**config.mk**
```make
export PLATFORM = sky130hd
export DESIGN_NAME = sorted_priority_queue_top_flat
export DESIGN_NICKNAME = d
export VERILOG_FILES = /design/src/spq_pkg.sv /design/src/spq_if.sv /design/src/sorted_priority_queue_top.sv /design/src/flat_wrapper.sv
export SDC_FILE = /design/constraint.sdc
export NUM_CORES = 1
export LEC_CHECK = 0
export ABC_AREA = 0
export BUFFER_PORTS_ARGS = -buffer_cell sky130_fd_sc_hd__buf_2
export CAP_MARGIN = 25
export CORE_AREA = 2 2 293 295
export DETAILED_ROUTE_END_ITERATION = 8
export DIE_AREA = 0 0 295 297
export GPL_ROUTABILITY_DRIVEN = 0
export PLACE_DENSITY = 0.68
export SYNTH_ARGS = -nofsm -noshare
export SYNTH_HDL_FRONTEND = slang
export SYNTH_SLANG_ARGS = --single-unit
```
**constraint.sdc**
```tcl
create_clock -name clk -period 5.45 [get_ports clk]
set_input_delay 0.545 -clock clk [delete_from_list [all_inputs] [get_ports clk]]
set_output_delay 0.545 -clock clk [all_outputs]
set_load 0.02 [all_outputs]
```
**src/spq_pkg.sv**
```systemverilog
// Shared constants and types for the sorted priority queue.
// No dependencies; every other file refers to it by scoped names.
`timescale 1ns / 1ps
`default_nettype none

package spq_pkg;

    localparam int QUEUE_DEPTH = 16;
    localparam int IDX_W       = $clog2(QUEUE_DEPTH);
    localparam int CNT_W       = $clog2(QUEUE_DEPTH + 1);
    localparam int DATA_W      = 32;
    localparam int PRIO_W      = 8;
    localparam int STATUS_W    = 2;

    localparam logic OP_INSERT = 1'b0;
    localparam logic OP_POP    = 1'b1;

    localparam logic [STATUS_W-1:0] ST_OK      = 2'd0;
    localparam logic [STATUS_W-1:0] ST_EMPTY   = 2'd1;
    localparam logic [STATUS_W-1:0] ST_NOMATCH = 2'd2;
    localparam logic [STATUS_W-1:0] ST_FULL    = 2'd3;

    localparam logic [DATA_W-1:0] FAIL_DATA = '1;

    typedef struct packed {
        logic [DATA_W-1:0] data;
        logic [PRIO_W-1:0] prio;
    } entry_t;

endpackage

`default_nettype wire

```
**src/spq_if.sv**
```systemverilog
// Valid/ready channel interfaces for the queue's request and result beats.
// Depends on spq_pkg for field widths.
`timescale 1ns / 1ps
`default_nettype none

interface spq_req_if;
    logic                            valid;
    logic                            ready;
    logic                            operation;
    logic [spq_pkg::DATA_W-1:0]      item_data;
    logic [spq_pkg::PRIO_W-1:0]      prio;

    modport source (output valid, output operation, output item_data, output prio,
                    input ready);
    modport sink   (input valid, input operation, input item_data, input prio,
                    output ready);
endinterface

interface spq_rsp_if;
    logic                            valid;
    logic                            ready;
    logic [spq_pkg::DATA_W-1:0]      result_data;
    logic [spq_pkg::STATUS_W-1:0]    status;

    modport source (output valid, output result_data, output status, input ready);
    modport sink   (input valid, input result_data, input status, output ready);
endinterface

`default_nettype wire

```
**src/sorted_priority_queue_top.sv**
```systemverilog
// Sorted priority queue: entry RAM plus a sequencer that scans and shifts it.
// Depends on spq_pkg and the channel interfaces in spq_if.sv.
//
// Usage:
//   req (sink): operation 0 inserts {item_data, prio}; operation 1 pops by the
//   prio rule (0 rear, negative rear if its prio <= -prio, positive rearmost
//   exact match). rsp (source): one beat per request, result_data and status.
//   Entries live in a single-port-write RAM with a registered read; one
//   shared compare unit walks it one entry per cycle.
// Sequence, request beat to result valid:
//   insert full or into empty queue, pop on empty queue: straight to FINISH
//   insert: scan from the rear, moving entries back, then write the item
//   pop: scan for a match, then move the entries behind it forward
// Throughput: one request at a time; req.ready is high only when the
//   sequencer is idle, so the next beat is taken only once the result
//   is registered.
// Reset: the count clears; RAM contents stay unknown; only slots below the
//   count are used.
// Stall: the result register holds until rsp.ready; a new request is taken
//   meanwhile, and its result waits in the sequencer until the register frees.
`timescale 1ns / 1ps
`default_nettype none

module sorted_priority_queue_top (
    input  wire logic   clk,
    input  wire logic   rst_n,
    spq_req_if.sink     req,
    spq_rsp_if.source   rsp
);

    localparam int IDX_W    = spq_pkg::IDX_W;
    localparam int CNT_W    = spq_pkg::CNT_W;
    localparam int DATA_W   = spq_pkg::DATA_W;
    localparam int PRIO_W   = spq_pkg::PRIO_W;
    localparam int STATUS_W = spq_pkg::STATUS_W;

    typedef enum logic [2:0] {
        IDLE,
        INS_SCAN,
        INS_PUT,
        POP_SCAN,
        POP_SHIFT,
        FINISH
    } state_t;

    state_t                 state_reg, state_next;
    logic [CNT_W-1:0]       count_reg, count_next;
    logic [IDX_W-1:0]       ptr_reg, ptr_next;
    spq_pkg::entry_t        item_reg, item_next;
    logic [DATA_W-1:0]      res_data_reg, res_data_next;
    logic [STATUS_W-1:0]    res_status_reg, res_status_next;
    logic                   out_valid_reg, out_valid_next;
    logic [DATA_W-1:0]      out_data_reg, out_data_next;
    logic [STATUS_W-1:0]    out_status_reg, out_status_next;

    spq_pkg::entry_t        mem [spq_pkg::QUEUE_DEPTH];
    spq_pkg::entry_t        rd_data_reg;
    logic [IDX_W-1:0]       rd_addr;
    logic                   wr_en;
    logic [IDX_W-1:0]       wr_addr;
    spq_pkg::entry_t        wr_entry;

    logic                   req_fire;
    logic [IDX_W-1:0]       last_idx;
    logic [CNT_W-1:0]       cnt_dec;
    logic signed [PRIO_W:0] rd_prio_ext;
    logic signed [PRIO_W:0] item_prio_ext;
    logic signed [PRIO_W:0] neg_bound;
    logic                   ins_shift;
    logic                   pop_match;

    assign req_fire = req.valid && req.ready;
    assign last_idx = IDX_W'(count_reg - CNT_W'(1));
    assign cnt_dec  = count_reg - CNT_W'(1);

    // shared compare unit
    assign rd_prio_ext   = {rd_data_reg.prio[PRIO_W-1], rd_data_reg.prio};
    assign item_prio_ext = {item_reg.prio[PRIO_W-1], item_reg.prio};
    assign neg_bound     = -item_prio_ext;

    // equal priority ahead of a non-front entry, strictly higher to pass the front
    assign ins_shift = (ptr_reg != '0) ? (rd_prio_ext <= item_prio_ext)
                                       : (rd_prio_ext <  item_prio_ext);

    always_comb
    begin
        priority if (item_reg.prio == '0)
            pop_match = 1'b1;
        else if (item_reg.prio[PRIO_W-1])
            pop_match = (rd_prio_ext <= neg_bound);
        else
            pop_match = (rd_data_reg.prio == item_reg.prio);
    end

    always_comb
    begin
        state_next      = state_reg;
        count_next      = count_reg;
        ptr_next        = ptr_reg;
        item_next       = item_reg;
        res_data_next   = res_data_reg;
        res_status_next = res_status_reg;
        out_valid_next  = out_valid_reg && !rsp.ready;
        out_data_next   = out_data_reg;
        out_status_next = out_status_reg;
        rd_addr         = ptr_reg;
        wr_en           = 1'b0;
        wr_addr         = ptr_reg;
        wr_entry        = rd_data_reg;

        unique case (state_reg)
            IDLE:
            begin
                rd_addr = last_idx;
                if (req_fire)
                begin
                    item_next.data = req.item_data;
                    item_next.prio = req.prio;
                    ptr_next       = last_idx;
                    if (req.operation == spq_pkg::OP_INSERT)
                    begin
                        if (count_reg == CNT_W'(spq_pkg::QUEUE_DEPTH))
                        begin
                            res_data_next   = spq_pkg::FAIL_DATA;
                            res_status_next = spq_pkg::ST_FULL;
                            state_next      = FINISH;
                        end
                        else if (count_reg == '0)
                        begin
                            wr_en           = 1'b1;
                            wr_addr         = '0;
                            wr_entry.data   = req.item_data;
                            wr_entry.prio   = req.prio;
                            count_next      = count_reg + CNT_W'(1);
                            res_data_next   = '0;
                            res_status_next = spq_pkg::ST_OK;
                            state_next      = FINISH;
                        end
                        else
                        begin
                            state_next = INS_SCAN;
                        end
                    end
                    else
                    begin
                        if (count_reg == '0)
                        begin
                            res_data_next   = spq_pkg::FAIL_DATA;
                            res_status_next = spq_pkg::ST_EMPTY;
                            state_next      = FINISH;
                        end
                        else
                        begin
                            state_next = POP_SCAN;
                        end
                    end
                end
            end

            INS_SCAN:
            begin
                wr_en   = 1'b1;
                wr_addr = ptr_reg + IDX_W'(1);
                if (ins_shift)
                begin
                    wr_entry = rd_data_reg;
                    if (ptr_reg == '0)
                    begin
                        state_next = INS_PUT;
                    end
                    else
                    begin
                        ptr_next = ptr_reg - IDX_W'(1);
                        rd_addr  = ptr_reg - IDX_W'(1);
                    end
                end
                else
                begin
                    wr_entry        = item_reg;
                    count_next      = count_reg + CNT_W'(1);
                    res_data_next   = '0;
                    res_status_next = spq_pkg::ST_OK;
                    state_next      = FINISH;
                end
            end

            INS_PUT:
            begin
                wr_en           = 1'b1;
                wr_addr         = ptr_reg;
                wr_entry        = item_reg;
                count_next      = count_reg + CNT_W'(1);
                res_data_next   = '0;
                res_status_next = spq_pkg::ST_OK;
                state_next      = FINISH;
            end

            POP_SCAN:
            begin
                if (pop_match)
                begin
                    res_data_next   = rd_data_reg.data;
                    res_status_next = spq_pkg::ST_OK;
                    count_next      = cnt_dec;
                    if (CNT_W'(ptr_reg) == cnt_dec)
                    begin
                        state_next = FINISH;
                    end
                    else
                    begin
                        ptr_next   = ptr_reg + IDX_W'(1);
                        rd_addr    = ptr_reg + IDX_W'(1);
                        state_next = POP_SHIFT;
                    end
                end
                else if (!item_reg.prio[PRIO_W-1] && ptr_reg != '0)
                begin
                    ptr_next = ptr_reg - IDX_W'(1);
                    rd_addr  = ptr_reg - IDX_W'(1);
                end
                else
                begin
                    res_data_next   = spq_pkg::FAIL_DATA;
                    res_status_next = spq_pkg::ST_NOMATCH;
                    state_next      = FINISH;
                end
            end

            POP_SHIFT:
            begin
                wr_en    = 1'b1;
                wr_addr  = ptr_reg - IDX_W'(1);
                wr_entry = rd_data_reg;
                if (CNT_W'(ptr_reg) == count_reg)
                begin
                    state_next = FINISH;
                end
                else
                begin
                    ptr_next = ptr_reg + IDX_W'(1);
                    rd_addr  = ptr_reg + IDX_W'(1);
                end
            end

            FINISH:
            begin
                if (!out_valid_reg || rsp.ready)
                begin
                    out_valid_next  = 1'b1;
                    out_data_next   = res_data_reg;
                    out_status_next = res_status_reg;
                    state_next      = IDLE;
                end
            end

            default:
            begin
                state_next = IDLE;
            end
        endcase
    end

    // entry RAM: one write port, one registered read port
    always_ff @(posedge clk)
    begin
        if (wr_en)
        begin
            mem[wr_addr] <= wr_entry;
        end
        rd_data_reg <= mem[rd_addr];
    end

    always_ff @(posedge clk or negedge rst_n)
    begin
        if (!rst_n)
        begin
            state_reg     <= IDLE;
            count_reg     <= '0;
            out_valid_reg <= 1'b0;
        end
        else
        begin
            state_reg     <= state_next;
            count_reg     <= count_next;
            out_valid_reg <= out_valid_next;
        end
    end

    always_ff @(posedge clk)
    begin
        ptr_reg        <= ptr_next;
        item_reg       <= item_next;
        res_data_reg   <= res_data_next;
        res_status_reg <= res_status_next;
        out_data_reg   <= out_data_next;
        out_status_reg <= out_status_next;
    end

    assign req.ready       = (state_reg == IDLE);
    assign rsp.valid       = out_valid_reg;
    assign rsp.result_data = out_data_reg;
    assign rsp.status      = out_status_reg;

    a_count_bound: assert property (@(posedge clk) disable iff (!rst_n)
        count_reg <= CNT_W'(spq_pkg::QUEUE_DEPTH))
        else $error("entry count above depth");

    a_count_step: assert property (@(posedge clk) disable iff (!rst_n)
        (count_reg != $past(count_reg)) |->
            (count_reg == $past(count_reg) + CNT_W'(1) ||
             count_reg + CNT_W'(1) == $past(count_reg)))
        else $error("entry count moved by more than one");

    a_scan_in_range: assert property (@(posedge clk) disable iff (!rst_n)
        (state_reg == INS_SCAN || state_reg == POP_SCAN) |->
            (CNT_W'(ptr_reg) < count_reg))
        else $error("scan pointer outside stored entries");

    a_shift_in_range: assert property (@(posedge clk) disable iff (!rst_n)
        (state_reg == POP_SHIFT) |->
            (ptr_reg != '0 && CNT_W'(ptr_reg) <= count_reg))
        else $error("pop shift pointer outside stored entries");

    a_finish_drains: assert property (@(posedge clk) disable iff (!rst_n)
        (state_reg == FINISH && !out_valid_reg) |=> (out_valid_reg && state_reg == IDLE))
        else $error("result not registered when output was free");

endmodule

`default_nettype wire
```
**src/flat_wrapper.sv**
```systemverilog
// flat-port wrapper written by rule: the top's interface ports become plain ports
module sorted_priority_queue_top_flat 
  (clk, rst_n, req_valid, req_operation, req_item_data, req_prio, req_ready, rsp_valid, rsp_result_data, rsp_status, rsp_ready);
  spq_req_if req_i ();
  spq_rsp_if rsp_i ();
  input  wire logic clk;
  input  wire logic rst_n;
  input wire logic [$bits(req_i.valid)-1:0] req_valid;
  input wire logic [$bits(req_i.operation)-1:0] req_operation;
  input wire logic [$bits(req_i.item_data)-1:0] req_item_data;
  input wire logic [$bits(req_i.prio)-1:0] req_prio;
  output wire logic [$bits(req_i.ready)-1:0] req_ready;
  output wire logic [$bits(rsp_i.valid)-1:0] rsp_valid;
  output wire logic [$bits(rsp_i.result_data)-1:0] rsp_result_data;
  output wire logic [$bits(rsp_i.status)-1:0] rsp_status;
  input wire logic [$bits(rsp_i.ready)-1:0] rsp_ready;
  assign req_i.valid = req_valid;
  assign req_i.operation = req_operation;
  assign req_i.item_data = req_item_data;
  assign req_i.prio = req_prio;
  assign req_ready = req_i.ready;
  assign rsp_valid = rsp_i.valid;
  assign rsp_result_data = rsp_i.result_data;
  assign rsp_status = rsp_i.status;
  assign rsp_i.ready = rsp_ready;
  sorted_priority_queue_top u_core (.clk(clk), .rst_n(rst_n), .req(req_i), .rsp(rsp_i));
endmodule
```
Word level (Yosys, flattened, before mapping)
Memories as Yosys holds them, arrays and structs flattened. A register that Yosys moved wholly into a read port is not among the register bits.
Cells that the tools add are included.
{"block": "totals", "mem_bits_ro": 0, "ramBits": 640, "output_inout_bits": 36, "reg_bits": 121, "elab_cells": 131, "latchBits": 0, "n_memories": 1}
{"memory": "u_core.mem", "words": 16, "word_bits": 40, "rd": 1, "rd_clocked_by_memory_dff": 1, "write_ports": 1, "line": "sorted_priority_queue_top.sv:56", "text": "spq_pkg::entry_t mem [spq_pkg::QUEUE_DEPTH];"}
{"block": "op_classes", "n_eq_ne": 21, "n_bitwise": 0, "shifts": 0, "muxes": 70, "n_reduce_logical": 21, "multipliers": 0, "addsub": 5, "n_div": 0, "magnitude_cmp": 3}
{"cell": "$mux W32", "n": 8}
{"cell": "$mux W40", "n": 5}
{"cell": "$pmux W32 S4", "n": 1}
{"cell": "$pmux W40 S3", "n": 1}
{"cell": "$mux W4", "n": 11}
{"cell": "$mux W3", "n": 11}
{"cell": "$pmux W4 S4", "n": 2}
{"cell": "$mux W5", "n": 6}
{"cell": "$pmux W5 S4", "n": 1}
{"cell": "$pmux W3 S6", "n": 1}
{"cell": "$mux W2", "n": 8}
{"cell": "$mux W1", "n": 12}
{"cell": "$pmux W4 S3", "n": 1}
{"cell": "$reduce_bool A4 Y1", "n": 3}
{"cell": "$eq A4 B5 Y1", "n": 2}
{"cell": "$ne A2 B2 Y1 const B", "n": 5}
{"cell": "$le A8 B9 Y1", "n": 1}
{"cell": "$ne A3 B3 Y1 const B", "n": 3}
{"cell": "$neg A8 Y9", "n": 1}
{"cell": "$eq A8 B8 Y1", "n": 1}
{"cell": "$le A8 B8 Y1", "n": 1}
{"cell": "$logic_not A8 Y1", "n": 1}
{"cell": "$lt A8 B8 Y1", "n": 1}
{"cell": "$pmux W2 S4", "n": 1}
{"cell": "other kinds (22)", "n": 32}

Depth between registers and ports, before layout
Gate-level depths: netlist of the first run.
{"block": "logic_depth", "ltp_word": 8, "ltp_mapped": 17, "depth_no_buf": 15}

Worst setup path before layout of the first run
No wires, ideal clock.
{"block": "synth_timing", "path_kind": "reg-to-reg", "start": "register u_core.ptr_reg[0]", "end": "register u_core.res_data_reg[0] (enable)", "path_buffers": 2, "stages_incl_launch_ff": 10, "synth_period_minus_slack_ns": 5.734, "arrival_ns": 5.223, "path_slack_ns": -0.284, "cell_sequence": "edfxtp_1 -> clkbuf_1 -> inv_1 -> ha_1 -> buf_2 -> nor3b_2 -> o32a_1 -> o21ai_0 -> a32oi_1 -> nor4bb_1"}
{"block": "synth_between", "elab_chain_cells": 4, "elab_cells_between_ends": 6, "cone_classes": "2 x eq/ne; 1 x mux; 3 x reduce/logical"}
{"element": "start: declaration", "line": "sorted_priority_queue_top.sv:48", "text": "logic [IDX_W-1:0] ptr_reg, ptr_next;"}
{"element": "start signal: assignment", "line": "sorted_priority_queue_top.sv:291", "text": "ptr_reg <= ptr_next;"}
{"element": "$reduce_bool A4 Y1 *", "line": "sorted_priority_queue_top.sv:82, sorted_priority_queue_top.sv:216"}
{"element": "$mux W1 / $logic_and A1 B1 Y1 (equally long branches)", "line": "sorted_priority_queue_top.sv:82, sorted_priority_queue_top.sv:216"}
{"element": "$ne A2 B2 Y1 (no line) / $ne A3 B2 Y1 (equally long branches)"}
{"element": "$reduce_and A6 Y1 (no line) *"}
{"element": "end signal: assignment", "line": "sorted_priority_queue_top.sv:293", "text": "res_data_reg <= res_data_next;"}
{"element": "end: declaration", "line": "sorted_priority_queue_top.sv:50", "text": "logic [DATA_W-1:0] res_data_reg, res_data_next;"}
Every way passes the cells marked *; elsewhere a longest branch is shown, timed or not.
A chain may end at the register's enable or synchronous reset.

Final worst setup path of the first run
{"block": "layout_timing", "start": "register u_core.item_reg (netlist bit u_core.item_prio_ext[2])", "end": "register, netlist name u_core.rd_data_reg[24]"}
{"block": "layout_between", "elab_chain_cells": 6, "elab_cells_between_ends": 12, "cone_classes": "1 x add/sub; 3 x order compare; 1 x eq/ne; 6 x mux; 1 x reduce/logical"}
{"element": "start: declaration", "line": "sorted_priority_queue_top.sv:49", "text": "spq_pkg::entry_t item_reg, item_next;"}
{"element": "start signal: assignment", "line": "sorted_priority_queue_top.sv:292", "text": "item_reg <= item_next;"}
{"element": "$neg A8 Y9", "line": "sorted_priority_queue_top.sv:79", "text": "assign neg_bound = -item_prio_ext;"}
{"element": "$le A8 B9 Y1", "line": "sorted_priority_queue_top.sv:90", "text": "pop_match = (rd_prio_ext <= neg_bound);"}
{"element": "$mux W1", "line": "sorted_priority_queue_top.sv:89", "text": "else if (item_reg.prio[PRIO_W-1])"}
{"element": "$mux W1", "line": "sorted_priority_queue_top.sv:87", "text": "priority if (item_reg.prio == '0)"}
{"element": "$mux W4", "line": "sorted_priority_queue_top.sv:200", "text": "if (pop_match)"}
{"element": "$pmux W4 S4 *", "line": "sorted_priority_queue_top.sv:111", "text": "unique case (state_reg)"}
Marked as above.

==> results of run 1 <==
[cells by family after synthesis]
kind of cell	Yosys count
AO/OA/AOI/OAI	373
XOR/XNOR	23
adder cells (fa/ha/maj)	21
buffers and inverters	229
flip-flops	801
multiplexers	322
AND/OR/NAND/NOR	303
[synth_stat cells, types with 21 or more instances]
cell type | count | area (um2)
edfxtp_1 | 752 | 22600
mux2_2 | 241 | 2710
nor4_1 | 162 | 1010
clkbuf_1 | 117 | 439
o211ai_1 | 83 | 623
mux2i_1 | 81 | 811
inv_1 | 61 | 229
buf_2 | 45 | 225
a22oi_1 | 44 | 330
a32oi_1 | 42 | 368
a221oi_2 | 40 | 601
a222oi_1 | 40 | 400
dfxtp_1 | 40 | 801
nor2_1 | 35 | 131
a21o_1 | 34 | 255
nand2_1 | 33 | 124
a21oi_1 | 26 | 130
ha_1 | 21 | 263
[metrics by stage]
step / instances / setup slack (ns) / hold WS [ns]
CTS: 3333 / 0.223 / 0.0822
detailed placement: 3190 / 0.212 / 0.405
floorplan: 2072 / -0.220 / 0.249
finish: 3333 / 0.283 / 0.113
global route: 3333 / -0.0755 / 0.0966
global placement: 3187 / 0.0995 / 0.404
[area by class of cell]
type	instances	area (um2)	area share, %
clock inverter	37	440	1.15
clock buffer	105	2190	5.70
multi-input combinational	1042	9240	24.1
sequential	801	23600	61.5
tap	1144	1430	3.73
timing repair buffer	142	1230	3.20
inverter	62	233	0.607
[timing repair]
item,in CTS,in global routing
resized for setup,0,2
setup endpoints to repair,0,40
hold buffers,1,0
hold endpoints to repair,9,0
[placed cells by master (no fill, tap or decap), drive strengths merged, types with 40 or more instances in the layout]
master and n:
o211ai 83, a221oi 41, a32oi 42, nor4 162, buf 141, dfxtp 40, edfxtp 752, a22oi 44
mux2 241, clkbuf 105, a222oi 40, mux2i 81, inv 63
[layer usage]
metal | GRT usage, % | vias up
li1 | - | 8606
met1 | 25.7 | 10200
met2 | 31.4 | 766
met3 | 3.06 | 146
met4 | 6.17 | 4
met5 | 0 | -
[path summary, 6_finish.rpt]
kind | start | to | slack, ns
max | u_core.item_prio_ext[2] | u_core.rd_data_reg[24] | 0.28
min | req_item_data[14] | u_core.item_reg[22] | 0.11
max reg2reg | u_core.item_prio_ext[2] | u_core.rd_data_reg[24] | 0.28
min reg2reg | u_core.res_data_reg[24] | u_core.rsp.result_data[24] | 0.41
max in group asynchronous | rst_n | u_core.count_reg[0] | 4.95
min in group asynchronous | rst_n | u_core.state_reg[1] | 0.31
==> flow_summary.yaml, run 1 <==
worst_setup_path:
  critPathMaxFanout: 81
  cp.arrival_ns: 5.66
  required_ns: 5.94
  cpMostUsedCell: "or3_1"
  critical-path-top-delay-family: "compound AO/OA/AOI/OAI gates"
  slowest_stage: "a2111oi_0"
  reg2reg_depth: 15
  path_buf_inv: 1
  path_cells: "or3_1, or3_1, nor3_1, xnor2_1, ha_1, and3_1, o2111a_1, a22oi_2, a2111oi_0, o31ai_4, nand3_4, buf_12, mux2_2, a221oi_2, a32oi_1"
  path_class: "reg2reg"
  cp.depth: 15
  end_kind: "flip-flop"
  cp-start-kind: "flip-flop"
  critPathMaxStageDelay_ns: 0.85
global_route:
  grt_max_degree: 162
  overflow: 0
  grt_pass1_wl_mm: 126
  antenna_found_initial: 4
  grt_use_total_pct: 19.0
  grt_pass1_vias: 19700
detailed_routing:
  first_iter_violations: 2414
  route.met2.wl_mm: 41.0
  ant_nets: 0
  drt_wl_total_mm: 84.9
  wire_per_inst_um: 25.5
  drc_errors: 0
  wl_met1_mm: 35.5
  met3_length_mm: 6.09
  via_count: 19700
  highest_layer: "met5"
  detail_route.first_pass.iterations: 6
  viasPerCell: 5.92
min_path:
  min-delay-path-class: "in2reg"
  whs_path_depth: 1
synthesis:
  synthFlopType: "edfxtp_1"
  synthAdderAreaFrac_pct: 0.784
  synth_compound_area_share_pct: 9.65
  yosysWarnings: 0
  synth_top_family_by_area: "multiplexers"
  ys_seq_area_share_pct: 70.4
  synthMuxAreaShare_pct: 10.5
  yosys.area_share.simple_pct: 5.19
  syn_nets: 2138
  ys_ff_latch: 801
  avgSynthCellArea_um2: 16.2
  netlist-cell-type-count: 79
  async_flop_share_pct: 1.12
  synth_edf_count: 752
  synthXorXnorAreaFrac_pct: 0.687
  synth_area_mm2: 0.0335
  syn_inst: 2072
die:
  die_x_um: 295
  die_y_um: 297
  die-area_mm2: 0.0876
  num_rows: 107
  floorplan.initialDensity_pct: 39.7
  core_area_mm2: 0.0845
  ios: 81
placed_design:
  dp_hpwl_mm: 45.7
  dpl_cell_area_mm2: 0.0357
  numPortBuffers: 80
clock_network:
  clkLatencyLatePin_ns: 0.63
  cts_made_buffers: 81
  htreeDepth: 3
  cts.path.max_buffers: 3
  path_clk_slew_ns: 0.06
  tritoncts: "done"
  root_buffer: "clkbuf_16"
  post_cts_buffers: 0
  cts_sinks: 801
sta:
  hold_viol: 0
  finalClockSkew_ns: 0.0301
  fmax_mhz: 194
  setup_tns_ns: 0
  finalCritPeriodShare_pct: 94.8
  finalSetupViolCount: 0
  tightest_slew_ns: 0.949
  min_period_ns: 5.17
  drv_slew: 0
  slew_headroom_pct: 35.1
layout:
  drive_above_1_share_pct: 26.7
  final_cell_area_mm2: 0.0384
  nets: 2196
  area_delta_synth_final_pct: 14.4
  insertedDiodeCount: 0
  largest_reg_flops: 640
  fillCellCount: 7109
  final_util_pct: 45.4
outcome:
  status: "finished clean"
job:
  cap_violations: 0
Power of run 1 is left out: the tool's default activity adds up to more than one toggle a clock period on the data nets, which glitch-free logic cannot reach.
==> run 2, diff against run 1 <==
Settings changed: CORE_AREA 2 2 293 295 to 2 2 240 360, DIE_AREA 0 0 295 297 to 0 0 242 362.
==> flow_summary.yaml, run 2 (synthesis results as in run 1) <==
sta:
  setup_tns_ns: 0
  min_period_ns: 5.04
  hold_viol: 0
  drv_slew: 0
  finalSetupViolCount: 0
  fmax_mhz: 199
  rsz0062_at_grt: "false"
  finalCritPeriodShare_pct: 92.4
  slew_headroom_pct: 38.7
  finalClockSkew_ns: 0.0280
  whs_ns: 0.119
  tightest_slew_ns: 0.920
clock_network:
  post_cts_buffers: 0
  htreeDepth: 3
  tritoncts: "done"
  cts_sinks: 801
  cts_made_buffers: 70
  cts.path.max_buffers: 3
  root_buffer: "clkbuf_16"
  path_clk_slew_ns: 0.07
  clkLatencyLatePin_ns: 0.62
worst_setup_path:
  reg2reg_depth: 16
  cp-start-kind: "flip-flop"
  critPathMaxFanout: 39
  end_kind: "flip-flop"
  cp.arrival_ns: 5.55
  reg2reg_to: "u_core.rd_data_reg[3]"
  ff2ff_setup_slack_ns: 0.41
  timing.rr.start: "u_core.item_prio_ext[2]"
  path_class: "reg2reg"
  required_ns: 5.97
global_route:
  antenna_found_initial: 1
  overflow: 0
  grt_pass1_wl_mm: 128
  grt_pass1_vias: 20200
  grt_use_total_pct: 19.3
  grt_max_degree: 94
die:
  die_x_um: 242
  num_rows: 131
  ios: 81
  floorplan.initialDensity_pct: 39.6
  die-area_mm2: 0.0876
  core_area_mm2: 0.0846
  die_y_um: 362
layout:
  drive_above_1_share_pct: 27.1
  final_util_pct: 45.1
  fillCellCount: 7177
  layout.cells.non_filler: 3324
  final_cell_mix: "edfxtp_1, mux2_2, nor4_1"
  area_delta_synth_final_pct: 13.8
  insertedDiodeCount: 0
  layout_commonest_cell: "edfxtp_1"
  nets: 2204
  largest_reg_flops: 640
detailed_routing:
  first_iter_violations: 2075
  drt_wl_total_mm: 87.0
  viasPerCell: 5.98
  wire_per_inst_um: 26.2
  detail_route.first_pass.iterations: 8
  drc_errors: 0
  via_count: 19900
  ant_nets: 0
min_path:
  holdPathEnd: "u_core.item_reg[16]"
  min-delay-start: "req_item_data[8]"
  min-delay-path-class: "in2reg"
  whs_path_depth: 1
placed_design:
  numPortBuffers: 80
  dp_hpwl_mm: 48.8
  placed_cells: 3195
job:
  cap_violations: 0
outcome:
  status: "finished clean"
==> run 2: worst max-delay path by stage <==
stage,from,cells past startpoint,slack [ns],end
floorplan,u_core.count_reg[0],9,-0.22,u_core.mem[3][0]
global placement,u_core.item_prio_ext[2],16,0.57,u_core.rd_data_reg[1]
detailed placement,u_core.item_prio_ext[2],16,0.56,u_core.rd_data_reg[5]
CTS,u_core.item_prio_ext[2],16,0.53,u_core.rd_data_reg[5]
global route,u_core.item_prio_ext[2],16,0.24,u_core.rd_data_reg[1]
finish,u_core.item_prio_ext[2],16,0.41,u_core.rd_data_reg[3]
==> run 2: area by class of cell <==
cell class                      instances  area [um2]  area share [%]
Timing Repair Buffer                  161        1360            3.56
Inverter                               62         233           0.610
Tap cell                             1130        1410            3.71
Clock buffer                           90        1930            5.06
Sequential cell                       801       23600            61.9
Clock inverter                         38         378           0.991
Multi-Input combinational cell       1042        9220            24.2
==> run 2: through the flow <==
step	setup WS (ns)	cell area, um2
6_report	0.412	38100
5_1_grt	0.243	38100
4_1_cts	0.535	38100
3_5_place_dp	0.559	35800
3_3_place_gp	0.572	35800
2_1_floorplan	-0.220	33500
==> run 2: timing repair <==
item / CTS / global route
hold buffers: 1 / 0
hold endpoints to repair: 9 / 0
resized for setup: 0 / 0
endpoints found under the setup margin: 0 / 0
==> run 2: critical path, stage by stage (launching register included) <==
cell       delay [ns]
edfxtp_1         0.45
or3_1            0.46
or3_1            0.37
nor3_1           0.20
xnor2_1          0.10
ha_1             0.21
a2111oi_0        0.47
o31ai_1          0.15
a22oi_1          0.25
buf_4            0.19
a32oi_1          0.14
o221a_2          0.31
o31ai_1          0.33
a22o_4           0.71
buf_4            0.34
a221oi_2         0.05
a32oi_1          0.20
==> run 2: per-layer routing <==
metal	GRT usage, %	vias up	routed length [um]	part of all wire [%]
li1	-	8591	-	-
met1	23.1	10200	32800	38
met2	34.6	907	44600	51
met3	2.21	202	5770	6.6
met4	9.50	0	3850	4.4
met5	0	-	0	0
Power of run 2 is left out for the same reason.
